**src/rtl/core/wsw_pkg.sv**
```systemverilog
// Package: widths, constants, codes and types of the wheel slip window monitor
`default_nettype none

package wsw_pkg;

   // Ring depth and derived index and count widths
   localparam int WINDOW_DEPTH = 64;
   localparam int IDX_W        = (WINDOW_DEPTH > 1) ? $clog2(WINDOW_DEPTH) : 1;
   localparam int CNT_W        = $clog2(WINDOW_DEPTH + 1);

   // Field widths
   localparam int SPEED_W   = 16;
   localparam int STAMP_W   = 32;
   localparam int RATIO_W   = 16;
   localparam int MIN_CMD_W = 15;
   localparam int TICKS_W   = 16;
   localparam int FRAC_W    = 12;
   localparam int SUM_W     = RATIO_W + CNT_W;
   localparam int ENTRY_W   = RATIO_W + STAMP_W;

   // Shared serial divider widths
   localparam int QUO_NEED_W = SPEED_W + FRAC_W;
   localparam int DIVD_W     = (SUM_W > QUO_NEED_W) ? SUM_W : QUO_NEED_W;
   localparam int DIVS_W     = (CNT_W > SPEED_W) ? CNT_W : SPEED_W;
   localparam int DIV_CNT_W  = $clog2(DIVD_W + 1);

   // Q3.12 constants
   localparam logic signed [RATIO_W-1:0] RATIO_ONE   = RATIO_W'(1 << FRAC_W);
   localparam logic signed [RATIO_W-1:0] RATIO_FLOOR = {1'b1, {(RATIO_W-1){1'b0}}};
   // quotient above this saturates the ratio at its floor
   localparam int QUO_SAT = (1 << FRAC_W) + (1 << (RATIO_W - 1));

   // Register file
   localparam int CSR_IDX_W  = 2;
   localparam int CSR_DATA_W = 16;
   localparam logic [CSR_IDX_W-1:0] CSR_MIN_CMD   = 2'd0;
   localparam logic [CSR_IDX_W-1:0] CSR_GRACE     = 2'd1;
   localparam logic [CSR_IDX_W-1:0] CSR_WINDOW    = 2'd2;
   localparam logic [CSR_IDX_W-1:0] CSR_THRESHOLD = 2'd3;

   localparam logic [MIN_CMD_W-1:0]      MIN_CMD_RST   = 15'd64;
   localparam logic [TICKS_W-1:0]        GRACE_RST     = 16'd100;
   localparam logic [TICKS_W-1:0]        WINDOW_RST    = 16'd500;
   localparam logic signed [RATIO_W-1:0] THRESHOLD_RST = 16'sd2048;

   // Sequencer states
   typedef enum logic [3:0] {
      ST_IDLE,
      ST_CLASSIFY,
      ST_RATIO_DIV,
      ST_FULL_RD,
      ST_FULL_POP,
      ST_PUSH,
      ST_PRUNE_RD,
      ST_PRUNE_CHK,
      ST_EVAL,
      ST_MEAN_DIV,
      ST_DONE
   } state_type;

   // Divider request and response
   typedef struct packed {
      logic              start;
      logic [DIVD_W-1:0] dividend;
      logic [DIVS_W-1:0] divisor;
   } div_req_type;

   typedef struct packed {
      logic              done;
      logic [DIVD_W-1:0] quotient;
   } div_rsp_type;

endpackage

`default_nettype wire

```
**src/rtl/core/wsw_ram.sv**
```systemverilog
// Generic single-write, single-read RAM with registered read data
`default_nettype none

module wsw_ram #(
   parameter int WIDTH = 8,
   parameter int DEPTH = 16
) (
   input  logic                                         clock,
   input  logic                                         wr_en,
   input  logic [((DEPTH > 1) ? $clog2(DEPTH) : 1)-1:0] wr_addr,
   input  logic [WIDTH-1:0]                             wr_data,
   input  logic [((DEPTH > 1) ? $clog2(DEPTH) : 1)-1:0] rd_addr,
   output logic [WIDTH-1:0]                             rd_data
);

   logic [WIDTH-1:0] mem [DEPTH];
   logic [WIDTH-1:0] rd_data_ff;

   // Write port and registered read port
   always_ff @(posedge clock) begin
      if (wr_en) begin
         mem[wr_addr] <= wr_data;
      end
      rd_data_ff <= mem[rd_addr];
   end

   assign rd_data = rd_data_ff;

endmodule

`default_nettype wire

```
**src/rtl/core/wsw_div.sv**
```systemverilog
// Bit-serial restoring divider, one quotient bit per cycle
`default_nettype none

module wsw_div (
   input  logic                 clock,
   input  logic                 reset,
   input  wsw_pkg::div_req_type div_req,
   output wsw_pkg::div_rsp_type div_rsp
);

   import wsw_pkg::*;

   logic                 busy_ff, busy_in;
   logic                 done_ff, done_in;
   logic [DIV_CNT_W-1:0] cnt_ff, cnt_in;
   logic [DIVS_W-1:0]    rem_ff, rem_in;
   logic [DIVS_W-1:0]    dvs_ff, dvs_in;
   logic [DIVD_W-1:0]    quo_ff, quo_in;
   logic [DIVS_W:0]      trial;
   logic [DIVS_W:0]      diff;

   // One shift-and-subtract step; dividend bits leave the top of quo as
   // quotient bits enter at the bottom
   always_comb begin
      trial   = {rem_ff, quo_ff[DIVD_W-1]};
      diff    = trial - {1'b0, dvs_ff};
      busy_in = busy_ff;
      done_in = 1'b0;
      cnt_in  = cnt_ff;
      rem_in  = rem_ff;
      dvs_in  = dvs_ff;
      quo_in  = quo_ff;
      if (div_req.start) begin
         busy_in = 1'b1;
         cnt_in  = DIV_CNT_W'(DIVD_W);
         rem_in  = '0;
         dvs_in  = div_req.divisor;
         quo_in  = div_req.dividend;
      end else if (busy_ff) begin
         if (!diff[DIVS_W]) begin
            rem_in = diff[DIVS_W-1:0];
            quo_in = {quo_ff[DIVD_W-2:0], 1'b1};
         end else begin
            rem_in = trial[DIVS_W-1:0];
            quo_in = {quo_ff[DIVD_W-2:0], 1'b0};
         end
         cnt_in = cnt_ff - 1'b1;
         if (cnt_ff == DIV_CNT_W'(1)) begin
            busy_in = 1'b0;
            done_in = 1'b1;
         end
      end
   end

   // Control
   always_ff @(posedge clock) begin
      if (reset) begin
         busy_ff <= 1'b0;
         done_ff <= 1'b0;
         cnt_ff  <= '0;
      end else begin
         busy_ff <= busy_in;
         done_ff <= done_in;
         cnt_ff  <= cnt_in;
      end
   end

   // Datapath
   always_ff @(posedge clock) begin
      rem_ff <= rem_in;
      dvs_ff <= dvs_in;
      quo_ff <= quo_in;
   end

   assign div_rsp.done     = done_ff;
   assign div_rsp.quotient = quo_ff;

endmodule

`default_nettype wire

```
**src/rtl/core/wheel_slip_window_monitor.sv**
```systemverilog
// Top level: wheel slip window monitor with sample ring and serial divider
//
//   channel  direction  handshake              payload
//   req      in         req_valid / req_stall  commanded_speed, measured_speed, timestamp
//   rsp      out        rsp_valid / rsp_stall  evaluating, slipping, mean_slip_ratio
//   csr      in         csr_valid / csr_ready  csr_index, csr_wdata
//
// Idle command (below the minimum magnitude): CLASSIFY goes straight to DONE.
// Active item: the sample is pushed, then at least one sample is inspected for ageing;
// the bit-serial divider makes two passes (ratio, window mean); a zero command skips the
// ratio pass and an item that is not evaluated skips the mean pass. A full ring first
// pops its oldest sample. Reset is synchronous; the ring needs no clearing pass. Input
// reopens as the result is registered; a stalled result holds the next one in DONE.
`default_nettype none

module wheel_slip_window_monitor (
   input  logic                                    clock,
   input  logic                                    reset,
   // input items
   input  logic                                    req_valid,
   output logic                                    req_stall,
   input  logic signed [wsw_pkg::SPEED_W-1:0]      req_commanded_speed,
   input  logic signed [wsw_pkg::SPEED_W-1:0]      req_measured_speed,
   input  logic        [wsw_pkg::STAMP_W-1:0]      req_timestamp,
   // result items
   output logic                                    rsp_valid,
   input  logic                                    rsp_stall,
   output logic                                    rsp_evaluating,
   output logic                                    rsp_slipping,
   output logic signed [wsw_pkg::RATIO_W-1:0]      rsp_mean_slip_ratio,
   // register writes
   input  logic                                    csr_valid,
   output logic                                    csr_ready,
   input  logic        [wsw_pkg::CSR_IDX_W-1:0]    csr_index,
   input  logic        [wsw_pkg::CSR_DATA_W-1:0]   csr_wdata
);

   import wsw_pkg::*;

   localparam int TAIL_W = CNT_W + 1;

   state_type state_ff, state_in;

   // configuration
   logic [MIN_CMD_W-1:0]      min_cmd_ff, min_cmd_in;
   logic [TICKS_W-1:0]        grace_ff, grace_in;
   logic [TICKS_W-1:0]        window_ff, window_in;
   logic signed [RATIO_W-1:0] thr_ff, thr_in;

   // item being worked on
   logic [SPEED_W-1:0]        cmag_ff, cmag_in;
   logic [SPEED_W-1:0]        mmag_ff, mmag_in;
   logic [STAMP_W-1:0]        now_ff, now_in;
   logic signed [RATIO_W-1:0] ratio_ff, ratio_in;
   logic                      neg_ff, neg_in;

   // window state
   logic [IDX_W-1:0]          head_ff, head_in;
   logic [CNT_W-1:0]          count_ff, count_in;
   logic signed [SUM_W-1:0]   sum_ff, sum_in;
   logic                      active_ff, active_in;
   logic [STAMP_W-1:0]        since_ff, since_in;

   // pending result and output register
   logic                      res_eval_ff, res_eval_in;
   logic                      res_slip_ff, res_slip_in;
   logic signed [RATIO_W-1:0] res_mean_ff, res_mean_in;
   logic                      rsp_valid_ff, rsp_valid_in;
   logic                      rsp_eval_ff, rsp_eval_in;
   logic                      rsp_slip_ff, rsp_slip_in;
   logic signed [RATIO_W-1:0] rsp_mean_ff, rsp_mean_in;

   // helpers
   logic                      below_min;
   logic                      eval_go;
   logic [STAMP_W-1:0]        elapsed;
   logic [STAMP_W-1:0]        age;
   logic                      too_old;
   logic [IDX_W-1:0]          head_next;
   logic [TAIL_W-1:0]         tail_sum;
   logic [IDX_W-1:0]          tail_idx;
   logic [SUM_W-1:0]          sum_mag;
   logic [RATIO_W:0]          ratio_diff;
   logic [RATIO_W-1:0]        quo_low;
   logic signed [SUM_W-1:0]   rd_ratio_ext;

   // ring port and divider
   logic                      ram_we;
   logic [ENTRY_W-1:0]        ram_rd_data;
   logic signed [RATIO_W-1:0] rd_ratio;
   logic [STAMP_W-1:0]        rd_stamp;
   div_req_type               div_req;
   div_rsp_type               div_rsp;

   wsw_ram #(
      .WIDTH (ENTRY_W),
      .DEPTH (WINDOW_DEPTH)
   ) u_ring (
      .clock   (clock),
      .wr_en   (ram_we),
      .wr_addr (tail_idx),
      .wr_data ({ratio_ff, now_ff}),
      .rd_addr (head_ff),
      .rd_data (ram_rd_data)
   );

   wsw_div u_div (
      .clock   (clock),
      .reset   (reset),
      .div_req (div_req),
      .div_rsp (div_rsp)
   );

   // Shared conditions and ring arithmetic
   assign rd_ratio     = ram_rd_data[ENTRY_W-1 -: RATIO_W];
   assign rd_stamp     = ram_rd_data[STAMP_W-1:0];
   assign rd_ratio_ext = {{(SUM_W-RATIO_W){rd_ratio[RATIO_W-1]}}, rd_ratio};
   assign below_min    = cmag_ff < {1'b0, min_cmd_ff};
   assign elapsed      = now_ff - since_ff;
   assign eval_go      = (elapsed >= STAMP_W'(grace_ff)) && (count_ff != '0);
   assign age          = now_ff - rd_stamp;
   assign too_old      = age > STAMP_W'(window_ff);
   assign head_next    = (head_ff == IDX_W'(WINDOW_DEPTH - 1)) ? '0 : head_ff + 1'b1;
   assign sum_mag      = sum_ff[SUM_W-1] ? SUM_W'(-sum_ff) : SUM_W'(sum_ff);
   assign quo_low      = div_rsp.quotient[RATIO_W-1:0];
   assign ratio_diff   = {RATIO_ONE[RATIO_W-1], RATIO_ONE} - {1'b0, quo_low};

   always_comb begin
      tail_sum = TAIL_W'(head_ff) + TAIL_W'(count_ff);
      if (tail_sum >= TAIL_W'(WINDOW_DEPTH)) begin
         tail_sum = tail_sum - TAIL_W'(WINDOW_DEPTH);
      end
      tail_idx = tail_sum[IDX_W-1:0];
   end

   assign req_stall = (state_ff != ST_IDLE);
   assign csr_ready = 1'b1;

   // Next state
   always_comb begin
      state_in = state_ff;
      unique case (state_ff)
         ST_IDLE: begin
            if (req_valid) begin
               state_in = ST_CLASSIFY;
            end
         end
         ST_CLASSIFY: begin
            if (below_min) begin
               state_in = ST_DONE;
            end else if (cmag_ff != '0) begin
               state_in = ST_RATIO_DIV;
            end else if (count_ff == CNT_W'(WINDOW_DEPTH)) begin
               state_in = ST_FULL_RD;
            end else begin
               state_in = ST_PUSH;
            end
         end
         ST_RATIO_DIV: begin
            if (div_rsp.done) begin
               state_in = (count_ff == CNT_W'(WINDOW_DEPTH)) ? ST_FULL_RD : ST_PUSH;
            end
         end
         ST_FULL_RD:  state_in = ST_FULL_POP;
         ST_FULL_POP: state_in = ST_PUSH;
         ST_PUSH:     state_in = ST_PRUNE_RD;
         ST_PRUNE_RD: state_in = ST_PRUNE_CHK;
         ST_PRUNE_CHK: begin
            if (too_old && (count_ff != CNT_W'(1))) begin
               state_in = ST_PRUNE_RD;
            end else begin
               state_in = ST_EVAL;
            end
         end
         ST_EVAL: begin
            state_in = eval_go ? ST_MEAN_DIV : ST_DONE;
         end
         ST_MEAN_DIV: begin
            if (div_rsp.done) begin
               state_in = ST_DONE;
            end
         end
         ST_DONE: begin
            if (!rsp_valid_ff || !rsp_stall) begin
               state_in = ST_IDLE;
            end
         end
         default: state_in = ST_IDLE;
      endcase
   end

   // Control outputs: ring write strobe and divider requests
   always_comb begin
      ram_we           = 1'b0;
      div_req.start    = 1'b0;
      div_req.dividend = DIVD_W'({mmag_ff, {FRAC_W{1'b0}}});
      div_req.divisor  = DIVS_W'(cmag_ff);
      unique case (state_ff)
         ST_CLASSIFY: begin
            div_req.start = !below_min && (cmag_ff != '0);
         end
         ST_PUSH: begin
            ram_we = 1'b1;
         end
         ST_EVAL: begin
            div_req.start    = eval_go;
            div_req.dividend = DIVD_W'(sum_mag);
            div_req.divisor  = DIVS_W'(count_ff);
         end
         default: begin
            ram_we = 1'b0;
         end
      endcase
   end

   // Datapath next values
   always_comb begin
      min_cmd_in  = min_cmd_ff;
      grace_in    = grace_ff;
      window_in   = window_ff;
      thr_in      = thr_ff;
      cmag_in     = cmag_ff;
      mmag_in     = mmag_ff;
      now_in      = now_ff;
      ratio_in    = ratio_ff;
      neg_in      = neg_ff;
      head_in     = head_ff;
      count_in    = count_ff;
      sum_in      = sum_ff;
      active_in   = active_ff;
      since_in    = since_ff;
      res_eval_in = res_eval_ff;
      res_slip_in = res_slip_ff;
      res_mean_in = res_mean_ff;
      rsp_valid_in = rsp_valid_ff;
      rsp_eval_in  = rsp_eval_ff;
      rsp_slip_in  = rsp_slip_ff;
      rsp_mean_in  = rsp_mean_ff;

      // register writes
      if (csr_valid) begin
         unique case (csr_index)
            CSR_MIN_CMD:   min_cmd_in = csr_wdata[MIN_CMD_W-1:0];
            CSR_GRACE:     grace_in   = csr_wdata[TICKS_W-1:0];
            CSR_WINDOW:    window_in  = csr_wdata[TICKS_W-1:0];
            CSR_THRESHOLD: thr_in     = signed'(csr_wdata[RATIO_W-1:0]);
            default:       thr_in     = thr_ff;
         endcase
      end

      // result taken downstream
      if (rsp_valid_ff && !rsp_stall) begin
         rsp_valid_in = 1'b0;
      end

      unique case (state_ff)
         ST_IDLE: begin
            cmag_in = req_commanded_speed[SPEED_W-1] ?
                      SPEED_W'(-req_commanded_speed) : SPEED_W'(req_commanded_speed);
            mmag_in = req_measured_speed[SPEED_W-1] ?
                      SPEED_W'(-req_measured_speed) : SPEED_W'(req_measured_speed);
            now_in  = req_timestamp;
         end
         ST_CLASSIFY: begin
            if (below_min) begin
               // idle command: empty the window and report zeros
               head_in     = '0;
               count_in    = '0;
               sum_in      = '0;
               active_in   = 1'b0;
               res_eval_in = 1'b0;
               res_slip_in = 1'b0;
               res_mean_in = '0;
            end else begin
               if (!active_ff) begin
                  active_in = 1'b1;
                  since_in  = now_ff;
               end
               // zero command with zero minimum
               ratio_in = (mmag_ff == '0) ? RATIO_ONE : RATIO_FLOOR;
            end
         end
         ST_RATIO_DIV: begin
            if (div_rsp.done) begin
               ratio_in = (div_rsp.quotient > DIVD_W'(QUO_SAT)) ?
                          RATIO_FLOOR : signed'(ratio_diff[RATIO_W-1:0]);
            end
         end
         ST_FULL_POP: begin
            sum_in   = sum_ff - rd_ratio_ext;
            head_in  = head_next;
            count_in = count_ff - 1'b1;
         end
         ST_PUSH: begin
            count_in = count_ff + 1'b1;
            sum_in   = sum_ff + {{(SUM_W-RATIO_W){ratio_ff[RATIO_W-1]}}, ratio_ff};
         end
         ST_PRUNE_CHK: begin
            if (too_old) begin
               sum_in   = sum_ff - rd_ratio_ext;
               head_in  = head_next;
               count_in = count_ff - 1'b1;
            end
         end
         ST_EVAL: begin
            neg_in      = sum_ff[SUM_W-1];
            res_eval_in = 1'b0;
            res_slip_in = 1'b0;
            res_mean_in = '0;
         end
         ST_MEAN_DIV: begin
            if (div_rsp.done) begin
               res_eval_in = 1'b1;
               res_mean_in = neg_ff ? signed'(RATIO_W'(-quo_low)) : signed'(quo_low);
               res_slip_in = (neg_ff ? signed'(RATIO_W'(-quo_low)) : signed'(quo_low))
                             >= thr_ff;
            end
         end
         ST_DONE: begin
            if (!rsp_valid_ff || !rsp_stall) begin
               rsp_valid_in = 1'b1;
               rsp_eval_in  = res_eval_ff;
               rsp_slip_in  = res_slip_ff;
               rsp_mean_in  = res_mean_ff;
            end
         end
         default: begin
            neg_in = neg_ff;
         end
      endcase
   end

   // Control and window state
   always_ff @(posedge clock) begin
      if (reset) begin
         state_ff     <= ST_IDLE;
         min_cmd_ff   <= MIN_CMD_RST;
         grace_ff     <= GRACE_RST;
         window_ff    <= WINDOW_RST;
         thr_ff       <= THRESHOLD_RST;
         head_ff      <= '0;
         count_ff     <= '0;
         sum_ff       <= '0;
         active_ff    <= 1'b0;
         since_ff     <= '0;
         rsp_valid_ff <= 1'b0;
      end else begin
         state_ff     <= state_in;
         min_cmd_ff   <= min_cmd_in;
         grace_ff     <= grace_in;
         window_ff    <= window_in;
         thr_ff       <= thr_in;
         head_ff      <= head_in;
         count_ff     <= count_in;
         sum_ff       <= sum_in;
         active_ff    <= active_in;
         since_ff     <= since_in;
         rsp_valid_ff <= rsp_valid_in;
      end
   end

   // Payload
   always_ff @(posedge clock) begin
      cmag_ff     <= cmag_in;
      mmag_ff     <= mmag_in;
      now_ff      <= now_in;
      ratio_ff    <= ratio_in;
      neg_ff      <= neg_in;
      res_eval_ff <= res_eval_in;
      res_slip_ff <= res_slip_in;
      res_mean_ff <= res_mean_in;
      rsp_eval_ff <= rsp_eval_in;
      rsp_slip_ff <= rsp_slip_in;
      rsp_mean_ff <= rsp_mean_in;
   end

   assign rsp_valid           = rsp_valid_ff;
   assign rsp_evaluating      = rsp_eval_ff;
   assign rsp_slipping        = rsp_slip_ff;
   assign rsp_mean_slip_ratio = rsp_mean_ff;

endmodule

`default_nettype wire

```
**config.mk**
```make
export PLATFORM = sky130hd
export DESIGN_NAME = wheel_slip_window_monitor
export DESIGN_NICKNAME = d
export VERILOG_FILES = /design/src/rtl/core/wsw_pkg.sv /design/src/rtl/core/wsw_ram.sv /design/src/rtl/core/wsw_div.sv /design/src/rtl/core/wheel_slip_window_monitor.sv
export SDC_FILE = /design/constraint.sdc
export NUM_CORES = 2
export LEC_CHECK = 0
export ABC_AREA = 1
export BUFFER_PORTS_ARGS = -buffer_cell sky130_fd_sc_hd__buf_2
export CORE_MARGIN = 2
export CORE_UTILIZATION = 40
export CTS_CLUSTER_DIAMETER = 150
export DETAILED_ROUTE_END_ITERATION = 8
export REMOVE_ABC_BUFFERS = 1
export SLEW_MARGIN = 10
export SYNTH_ARGS = -nofsm -noshare
export SYNTH_HDL_FRONTEND = slang
export SYNTH_HIERARCHICAL = 1
export SYNTH_SLANG_ARGS = --single-unit
```
**constraint.sdc**
```tcl
create_clock -name clock -period 9.7 [get_ports clock]
set_clock_uncertainty 0.15 [all_clocks]
set_input_delay 1.94 -clock clock [delete_from_list [all_inputs] [get_ports clock]]
set_output_delay 1.94 -clock clock [all_outputs]
set_load 0.02 [all_outputs]
```
==> reports/qor.txt <==
Starting DRT DRC Count: 13152
Slew HR: 14.5%
Pre-antenna DRT Iters: 7
Final period util: 64.1%
H-Tree Depth: 5
Register Area: 0.101 mm^2
WL final: 468 mm
slew at the pin closest to its max-slew limit: 1.28 ns
Pwr per Cell Area: 278 mW/mm^2
initial antenna violation count: 17
fmax: 161 MHz
drc violations: 0
# IOs: 108
Post-Synthesis Cells: 13515
top routing layer in use: met5
total CTS buffers: 354
Placer Congestion: 0.869
Syn. warnings: 6
PortBufs: 106
status: finished with violations
CTS resizes: 0
Setup-failing EPs final: 0
crit-path max FO: 66
metal2 WL: 216 mm
pin count of the biggest net entering global routing: 195
Die Wd: 613 um
WP data arrival: 6.60 ns
failing checks: antenna rules
via count: 103911
endpoints failing hold: 0
unrepaired setup endpoints after global routing: no
share of cells above drive strength 1: 7.65%
Tot Pwr: 45.9 mW
Slew Viols, Final: 0
register area share after synthesis: 68.3%
setup TNS: 0 ns
first-pass GRT wire length: 673 mm
Synth async-reset ratio: 0%
fillcell total: 33835
Critical Path Start Type: flop
Die Y: 613 um
DRT antenna net count: 1
VDD IR max: 212 uV
max cap viols: 0
Hold WC Path Type: reg -> reg
Worst Hold Depth: 0
Hold Buf Count CTS: 0
critical path class: reg -> reg
Post-DP HPWL: 254 mm
EDFF count, synth: 3233
Tot GR Track Use: 24.3%
number of global-route vias before repair: 96557
LEAKAGE: 60.2 nW
Seq cells post-synth: 3441
CTS root buf: clkbuf_16
core area: 0.369 mm^2
Initial Util: 40.2%
Inst Count DP: 18081
routed len/inst: 25.0 um
area of the die: 0.375 mm^2
Hold WS: 0.270 ns
Synth Flop Type: edfxtp_1
M1 WL: 190 mm
Remaining Overflow, GRT: 0
multi-input logic area: 0.0410 mm^2
minimum clock period: 6.21 ns
Netlist cell types: 63
Clk Latency, worst-skew pair: 0.98 ns
clk slew on worst S/H paths: 0.06 ns
CTS tree: yes
reg2reg start: now_ff[0]
Hold Crit Start: res_eval_ff
floorplan row count: 223
metal3 WL: 44.0 mm
Final nets: 13780
Worst Setup SP: now_ff[0]
Critical Path RT: 10.09 ns
DR vias/cell: 5.55
area delta synth->final: 11.2%
total setup buffers inserted after CTS: 0
Crit. End Element: flop
Sink Count: 3441
final cell count without fillers: 18719
R2R cell count: 27
largest buffer count on any clock path: 4
Mapped Avg Cell Area: 11.0 um^2
Synth Cell Area: 0.148 mm^2
[cells by family after synthesis]
family | after synthesis | synth area share [%]
flops | 3441 | 68.3
other cells | 1 | 0.00253
simple gates | 7795 | 22.6
xor+xnor | 108 | 0.638
compound gates | 604 | 2.26
fa+ha+maj | 206 | 1.77
buf+inv | 1360 | 4.37
[sequential cells by signal, indices dropped and copies added, names as in the netlist, 15 cells and up]
register             count
cmag_ff                 16
u_ring/rd_data          48
u_div/quo_ff            28
grace_ff                16
now_ff                  32
rsp_mean_slip_ratio     16
u_div/dvs_ff            16
min_cmd_ff              15
thr_ff                  16
ratio_ff                16
u_ring/mem            3072
res_mean_ff             16
sum_ff                  23
u_div/rem_ff            16
mmag_ff                 16
window_ff               16
since_ff                32
[layer usage]
layer	track usage, %	up-vias
li1	-	47045
met1	33.5	50954
met2	38.9	5101
met3	3.97	807
met4	8.74	4
met5	0	-
[cell usage in the layout, fill, tap and decap left out, drive strengths merged, types with 3 or more instances in the layout]
| master | synthesis | routed |
|---|---|---|
| nand4 | 40 | 40 |
| diode | 0 | 10 |
| nor3b | 4 | 4 |
| or2 | 18 | 18 |
| buf | 578 | 363 |
| ha | 200 | 200 |
| o211ai | 14 | 14 |
| o21bai | 10 | 10 |
| o21ai | 231 | 231 |
| nand2 | 4283 | 4283 |
| inv | 609 | 628 |
| clkinvlp | 0 | 9 |
| clkbuf | 169 | 455 |
| nor2 | 339 | 339 |
| nand3 | 3019 | 3019 |
| a21o | 5 | 5 |
| o32ai | 4 | 4 |
| o31ai | 5 | 5 |
| nor3 | 60 | 60 |
| o22ai | 4 | 4 |
| bufinv | 0 | 34 |
| and2 | 3 | 3 |
| a21oi | 294 | 294 |
| o21a | 14 | 14 |
| nand3b | 6 | 6 |
| edfxtp | 3233 | 3233 |
| dfxtp | 208 | 208 |
| a31oi | 6 | 6 |
| fa | 6 | 6 |
| nor4 | 18 | 18 |
| xnor2 | 28 | 28 |
| a211oi | 5 | 5 |
| clkinv | 4 | 115 |
| xor2 | 80 | 80 |
[final cells by class]
type | instances | area share (%)
flip-flops and latches | 3441 | 61.4
clock buffers | 455 | 5.72
well taps | 4950 | 3.76
multi-input cells | 8714 | 24.9
repair buffers | 363 | 1.66
diodes | 10 | 0.0152
clock inverters | 173 | 1.12
inverters | 613 | 1.43
[synthesized netlist by cell type (16+ instances only)]
master / n / area (um^2)
nand2_1: 4244 / 15900
edfxtp_1: 3233 / 97100
nand3_1: 3014 / 15100
inv_1: 591 / 2220
buf_2: 370 / 1850
nor2_1: 332 / 1250
a21oi_1: 265 / 1330
dfxtp_1: 208 / 4160
o21ai_0: 202 / 1010
ha_1: 200 / 2500
clkbuf_1: 169 / 634
xor2_1: 80 / 701
buf_6: 71 / 800
buf_1: 64 / 240
buf_4: 62 / 465
nor3_1: 56 / 280
nand4_1: 40 / 250
nand2_2: 35 / 219
a21oi_2: 29 / 254
xnor2_1: 28 / 245
o21ai_1: 27 / 135
nor4_1: 18 / 113
inv_2: 16 / 60.1
[final timing paths]
| check | end | slack [ns] |
|---|---|---|
| worst max-delay path | u_div/quo_ff[23] | 3.49 |
| worst min-delay path | rsp_evaluating | 0.27 |
| worst max register to register | u_div/quo_ff[23] | 3.49 |
| worst min register to register | rsp_evaluating | 0.27 |
[where the power goes]
part	internal (mW)	total (mW)	switching [mW]
combinational	3.39	13.1	9.71
clock	7.76	13.5	5.75
sequential	18.8	19.3	0.457
[worst max-delay path, cell delays in order, from the launching register on]
cell,delay (ns)
edfxtp_1,0.31
buf_4,0.63
inv_1,0.19
ha_1,0.29
fa_1,0.41
inv_1,0.10
nand3_1,0.07
nand3_1,0.17
nand3_1,0.10
nand2_1,0.15
nand2_1,0.07
nand2_1,0.10
xor2_1,0.16
ha_1,0.16
a21oi_1,0.06
o21ai_0,0.20
a21oi_1,0.06
nand3_1,0.10
nor2_1,0.05
nand3_1,0.07
nor2_1,0.04
nand2_1,0.18
nand3_1,0.19
o21ai_4,0.10
buf_4,0.49
nor2_1,0.08
buf_4,0.23
inv_1,0.86
[stage by stage]
stage | cell area (um^2) | setup WS (ns) | util, %
floorplan | 144000 | -76.62 | -
global placement | 154000 | 3.49 | 41.6
detailed placement | 154000 | 3.43 | 41.6
CTS | 165000 | 3.44 | 44.7
global route | 165000 | 2.99 | 44.7
finish | 165000 | 3.49 | 44.7
No activity file was read; power rests on OpenSTA's default activity.
